**src/hdl/ldrs_pkg.sv**
```systemverilog
`timescale 1ns / 1ps
// Package for the LOOK disk request scheduler: field widths, parameter defaults,
// operation codes and the per-cell update mode. Depends on nothing else.
package ldrs_pkg;

  localparam int unsigned TrackW = 16;
  localparam int unsigned ArrW   = 32;
  localparam int unsigned IdW    = 16;

  localparam int unsigned DefQueueDepth = 64;
  localparam int unsigned DefTrackBits  = 16;

  localparam logic OP_ADD = 1'b0;
  localparam logic OP_GET = 1'b1;

  typedef enum logic [1:0] {
    MODE_HOLD,
    MODE_INSERT,
    MODE_REMOVE
  } ldrs_mode_e;

endpackage

```
**src/hdl/ldrs_cell.sv**
```systemverilog
`timescale 1ns / 1ps
// One slot of the sorted request chain, with the two search carries that ripple
// toward slot zero. Depends on ldrs_pkg.
module ldrs_cell import ldrs_pkg::*; #(
  parameter int unsigned TRACK_BITS = DefTrackBits
) (
  input  logic                  clk_i,
  input  logic                  rst_ni,
  input  ldrs_mode_e            mode_i,
  input  logic [TRACK_BITS-1:0] new_track_i,
  input  logic [ArrW-1:0]       new_arrival_i,
  input  logic [IdW-1:0]        new_id_i,
  input  logic [TRACK_BITS-1:0] key_track_i,
  input  logic [TRACK_BITS-1:0] last_track_i,
  input  logic                  prev_valid_i,
  input  logic                  prev_gt_i,
  input  logic [TRACK_BITS-1:0] prev_track_i,
  input  logic [ArrW-1:0]       prev_arrival_i,
  input  logic [IdW-1:0]        prev_id_i,
  input  logic                  next_valid_i,
  input  logic [TRACK_BITS-1:0] next_track_i,
  input  logic [ArrW-1:0]       next_arrival_i,
  input  logic [IdW-1:0]        next_id_i,
  input  logic                  nxt_up_found_i,
  input  logic [TRACK_BITS-1:0] nxt_up_track_i,
  input  logic [ArrW-1:0]       nxt_up_arrival_i,
  input  logic [IdW-1:0]        nxt_up_id_i,
  input  logic                  nxt_dn_found_i,
  input  logic [TRACK_BITS-1:0] nxt_dn_track_i,
  input  logic [ArrW-1:0]       nxt_dn_arrival_i,
  input  logic [IdW-1:0]        nxt_dn_id_i,
  output logic                  valid_o,
  output logic                  gt_o,
  output logic [TRACK_BITS-1:0] track_o,
  output logic [ArrW-1:0]       arrival_o,
  output logic [IdW-1:0]        id_o,
  output logic                  up_found_o,
  output logic [TRACK_BITS-1:0] up_track_o,
  output logic [ArrW-1:0]       up_arrival_o,
  output logic [IdW-1:0]        up_id_o,
  output logic                  dn_found_o,
  output logic [TRACK_BITS-1:0] dn_track_o,
  output logic [ArrW-1:0]       dn_arrival_o,
  output logic [IdW-1:0]        dn_id_o
);

  logic                  valid_q, valid_d;
  logic [TRACK_BITS-1:0] track_q, track_d;
  logic [ArrW-1:0]       arrival_q, arrival_d;
  logic [IdW-1:0]        id_q, id_d;

  logic                  up_found_q, up_found_d;
  logic [TRACK_BITS-1:0] up_track_q, up_track_d;
  logic [ArrW-1:0]       up_arrival_q, up_arrival_d;
  logic [IdW-1:0]        up_id_q, up_id_d;
  logic                  dn_found_q, dn_found_d;
  logic [TRACK_BITS-1:0] dn_track_q, dn_track_d;
  logic [ArrW-1:0]       dn_arrival_q, dn_arrival_d;
  logic [IdW-1:0]        dn_id_q, dn_id_d;

  logic gt, ge, le, rm, dn_take;

  assign gt = !valid_q || (track_q > new_track_i) ||
              ((track_q == new_track_i) && (arrival_q >= new_arrival_i));
  assign ge = valid_q && (track_q >= last_track_i);
  assign le = valid_q && (track_q <= last_track_i);
  assign rm = valid_q && (track_q >= key_track_i);
  assign dn_take = le && (!nxt_dn_found_i || (track_q == nxt_dn_track_i));

  always_comb begin
    valid_d   = valid_q;
    track_d   = track_q;
    arrival_d = arrival_q;
    id_d      = id_q;
    unique case (mode_i)
      MODE_INSERT: begin
        if (gt) begin
          if (prev_gt_i) begin
            valid_d   = prev_valid_i;
            track_d   = prev_track_i;
            arrival_d = prev_arrival_i;
            id_d      = prev_id_i;
          end else begin
            valid_d   = 1'b1;
            track_d   = new_track_i;
            arrival_d = new_arrival_i;
            id_d      = new_id_i;
          end
        end
      end
      MODE_REMOVE: begin
        if (rm) begin
          valid_d   = next_valid_i;
          track_d   = next_track_i;
          arrival_d = next_arrival_i;
          id_d      = next_id_i;
        end
      end
      default: begin
      end
    endcase
  end

  always_comb begin
    if (ge) begin
      up_found_d   = 1'b1;
      up_track_d   = track_q;
      up_arrival_d = arrival_q;
      up_id_d      = id_q;
    end else begin
      up_found_d   = nxt_up_found_i;
      up_track_d   = nxt_up_track_i;
      up_arrival_d = nxt_up_arrival_i;
      up_id_d      = nxt_up_id_i;
    end
    if (dn_take) begin
      dn_found_d   = 1'b1;
      dn_track_d   = track_q;
      dn_arrival_d = arrival_q;
      dn_id_d      = id_q;
    end else begin
      dn_found_d   = nxt_dn_found_i;
      dn_track_d   = nxt_dn_track_i;
      dn_arrival_d = nxt_dn_arrival_i;
      dn_id_d      = nxt_dn_id_i;
    end
  end

  always_ff @(posedge clk_i or negedge rst_ni) begin
    if (!rst_ni) begin
      valid_q    <= 1'b0;
      up_found_q <= 1'b0;
      dn_found_q <= 1'b0;
    end else begin
      valid_q    <= valid_d;
      up_found_q <= up_found_d;
      dn_found_q <= dn_found_d;
    end
  end

  always_ff @(posedge clk_i) begin
    track_q      <= track_d;
    arrival_q    <= arrival_d;
    id_q         <= id_d;
    up_track_q   <= up_track_d;
    up_arrival_q <= up_arrival_d;
    up_id_q      <= up_id_d;
    dn_track_q   <= dn_track_d;
    dn_arrival_q <= dn_arrival_d;
    dn_id_q      <= dn_id_d;
  end

  assign valid_o      = valid_q;
  assign gt_o         = gt;
  assign track_o      = track_q;
  assign arrival_o    = arrival_q;
  assign id_o         = id_q;
  assign up_found_o   = up_found_q;
  assign up_track_o   = up_track_q;
  assign up_arrival_o = up_arrival_q;
  assign up_id_o      = up_id_q;
  assign dn_found_o   = dn_found_q;
  assign dn_track_o   = dn_track_q;
  assign dn_arrival_o = dn_arrival_q;
  assign dn_id_o      = dn_id_q;

endmodule

```
**config.mk**
```make
export PLATFORM = sky130hd
export DESIGN_NAME = ldrs_cell
export DESIGN_NICKNAME = d
export VERILOG_FILES = /design/src/hdl/ldrs_pkg.sv /design/src/hdl/ldrs_cell.sv
export SDC_FILE = /design/constraint.sdc
export NUM_CORES = 1
export LEC_CHECK = 0
export BUFFER_PORTS_ARGS = -buffer_cell sky130_fd_sc_hd__buf_4
export CAP_MARGIN = 10
export CORE_AREA = 2 2 219 221
export CTS_BUF_LIST = sky130_fd_sc_hd__clkbuf_8
export DETAILED_ROUTE_END_ITERATION = 10
export DIE_AREA = 0 0 221 223
export HOLD_SLACK_MARGIN = 0.08
export SLEW_MARGIN = 20
export SYNTH_ARGS = -nofsm -noshare
export SYNTH_HDL_FRONTEND = slang
export SYNTH_SLANG_ARGS = --single-unit
```
**constraint.sdc**
```tcl
create_clock -name clk_i -period 3.88 [get_ports clk_i]
set_input_delay 0.776 -clock clk_i [delete_from_list [all_inputs] [get_ports clk_i]]
set_output_delay 0.776 -clock clk_i [all_outputs]
set_load 0.005 [all_outputs]
```
==> run metrics <==
critical path class reg2out; DRT iter0 DRCs around 270; Clock Pin Slew Worst Setup and Hold Paths around 0.1 ns; Gate power share 0.292; Clock power frac 0.263; Syn Area/Cell around 11 um2; Inserted Diodes 0; CP max FO 3; die area between 40000 and 50000 um2; Async S/R FF share, synth 0.0154; num rows 80; max incr delay on CP approximately 0.5 ns; post-route ant nets 0; CP Data Arrival Time 2.94 ns; total power roughly 0.0057 W; number of synthesized flops with an enable pin 64; vias per inst between 4 and 5; Seq/Total Area, Yosys 0.471; worst-path cell chain ha_1, nor2b_1, o211ai_1, a21oi_2, o311ai_1, or3b_2, and2_1, buf_4; flop2flop setup slack 0.85 ns; largest net degree at the start of global routing approximately 130; share of Yosys cell area claimed by the top area cell type 0.265; leading area contributor after synthesis dfxtp_1; final hold vios 0; most numerous cell in the Yosys netlist dfxtp_1; Post-synth top cells 128 x dfxtp_1, 127 x mux2_2, 80 x ha_1, 80 x inv_1, 78 x nand2_1; sequential share of power 0.445; Netlist Area Pre-Place 9680 um2; synth top area cells dfxtp_1 26%, edfxtp_1 20%, mux2_2 15%, ha_1 10%, mux2i_1 6.6%; Max Cap Violations 0; slowest stage cell, crit path or3b_2; worst min-delay path class in2reg; worst-margin pin slew roughly 0.68 ns; Layout area overhead 57.3%; clk_skew between 0.02 and 0.025 ns; Hold Startpoint nxt_dn_found_i; power per cell area ~380 nW/um2; register bit total from synthesis roughly 200; Cell Area, Placed roughly 15000 um2; final WL approximately 38000 um; share of cells above drive strength 1 0.519; VDD IR-drop max between 200 and 250 uV; worst r2r src track_o[9]; crit start category flop; first-pass GRT wire length ~55000 um; sw frac 0.293; setup violators final 0; die height 223 um; Root Buffer clkbuf_8; TritonRoute pass-1 iters 4; period utilization 0.959; relative slew slack 0.546; unrepaired setup endpoints after global routing no; CTS tree built; WL per Instance about 18 um; gp weighted congestion about 0.86; gr ovfl total 0; Post-Syn Instances approximately 860; post-route cell area between 15000 and 20000 um2; Crit. End Element output port; Fmax between 0.2 and 0.3 GHz; initial antenna violation count 1; Clock Path Buffers 2; synth warn 0; I/O Buffers ~560; Final Max Tran Viols 0; Core ar. 47100 um2; ys flop type dfxtp_1; cell internal pwr ~0.004 W; Synth cell types 49; worst path required time around 3.1 ns; status finished clean; die extent in x 221 um; vias in the first global route 9171; sw power 0.00168 W; final worst path period need between 3 and 4 ns; IO Count about 560; CTS Buf Count 17; Post-DP HPWL roughly 31000 um; CP startpoint track_o[1]; LEAKAGE a little over 7 nW; worst skew pair latency between 0.5 and 0.6 ns; syn nets between 1k and 1.5k; post-layout util 0.323; via count 8741; H-tree depth 4; GRT Total Usage 0.150; initial core utilization 0.205; DP Cell Count around 2k; DRC 0; non-filler cells in the finished layout a little over 2k; Sink Count ~200; nets@finish roughly 1.9k
layout make-up:
cell class / count / area [um2]
Timing Repair Buffer: 586 / 4490
Sequential cell: 195 / 4560
Clock buffer: 18 / 248
Fill cell: 4941 / 31900
Inverter: 80 / 300
Clock inverter: 14 / 174
Tap cell: 615 / 769
Multi-Input combinational cell: 555 / 4690
power by group through the flow:
| stage | clock network, W | registers (W) | logic (W) |
|---|---|---|---|
| CTS | 0.00159 | 0.00256 | 0.00169 |
| floorplan | 0 | 0.00260 | 0.000669 |
| global route | 0.00164 | 0.00258 | 0.00182 |
| finish | 0.00151 | 0.00255 | 0.00167 |
| detailed placement | 0 | 0.00261 | 0.00167 |
| global placement | 0 | 0.00261 | 0.00164 |
worst max-delay path, delay by kind of cell, from the launching register on:
kind,cells,cell delay (ns)
AOI/OAI and AO/OA,3,0.73
adders and majority gates,1,0.31
buffers and inverters,1,0.14
and+or+nand+nor,3,0.82
DFF,1,0.40
path summary, 6_finish.rpt:
kind / end / cells after the start
setup / recovery: gt_o / 8
hold / removal: dn_found_o / 2
setup reg to reg: dn_id_o[15] / 9
hold reg to reg: up_id_o[11] / 1
max in group asynchronous: valid_o / 2
min in group asynchronous: dn_found_o / 2
metal layers:
metal | wire length [um] | global-route usage | up-vias
met5 | 13 | 0 | -
met4 | 799 | 0.0537 | 2
met1 | 15400 | 0.174 | 4118
met3 | 2540 | 0.0466 | 40
met2 | 19000 | 0.259 | 361
li1 | - | - | 4220
timing repair:
action	4_1_cts	5_1_grt
cloned	0	0
buffers inserted	5	3
hold endpoints to repair	3	0
hold buffers	1	0
endpoints found under the setup margin	1	1
resized for setup	5	3
pin swaps	1	1
cells by family (layout without fill, tap and decap cells):
logic type               count (synthesis)  count (layout)  share of synthesized area
buffers and inverters                  114             698                     0.0498
XOR/XNOR                                16              16                     0.0145
AO/OA/AOI/OAI                          133             133                     0.0810
multiplexers                           192             192                      0.215
AND/OR/NAND/NOR                        134             134                     0.0654
flip-flops                             195             195                      0.471
adder cells (fa/ha/maj)                 80              80                      0.103
cells in the final DEF (no fill, tap or decap), drive strengths merged, types with 13 or more instances in the layout:
master  Yosys  final
buf        17    585
nand2      78     78
ha         80     80
clkbuf     17     18
a21oi      24     24
mux2      128    128
xnor2      16     16
inv        80     90
nand4      13     13
o21ai      72     72
mux2i      64     64
edfxtp     64     64
dfxtp     128    128
state kept, by name, indices dropped and copies added (netlist names):
register,count
arrival_o,32
dn_track_o,16
up_track_o,16
track_o,16
dn_arrival_o,32
up_id_o,16
up_found_o,1
dn_id_o,16
dn_found_o,1
up_arrival_o,32
valid_o,1
id_o,16
metrics by stage:
stage | TNS [ns] | setup slack (ns) | hold slack, ns
finish | 0 | 0.160 | 0.406
global route | 0 | 0.0192 | 0.357
CTS | 0 | 0.00198 | 0.324
detailed placement | -0.0759 | -0.0759 | 0.528
global placement | 0 | 0.00184 | 0.512
floorplan | 0 | 0.586 | 0.480
(Power assumes the default switching activity.)
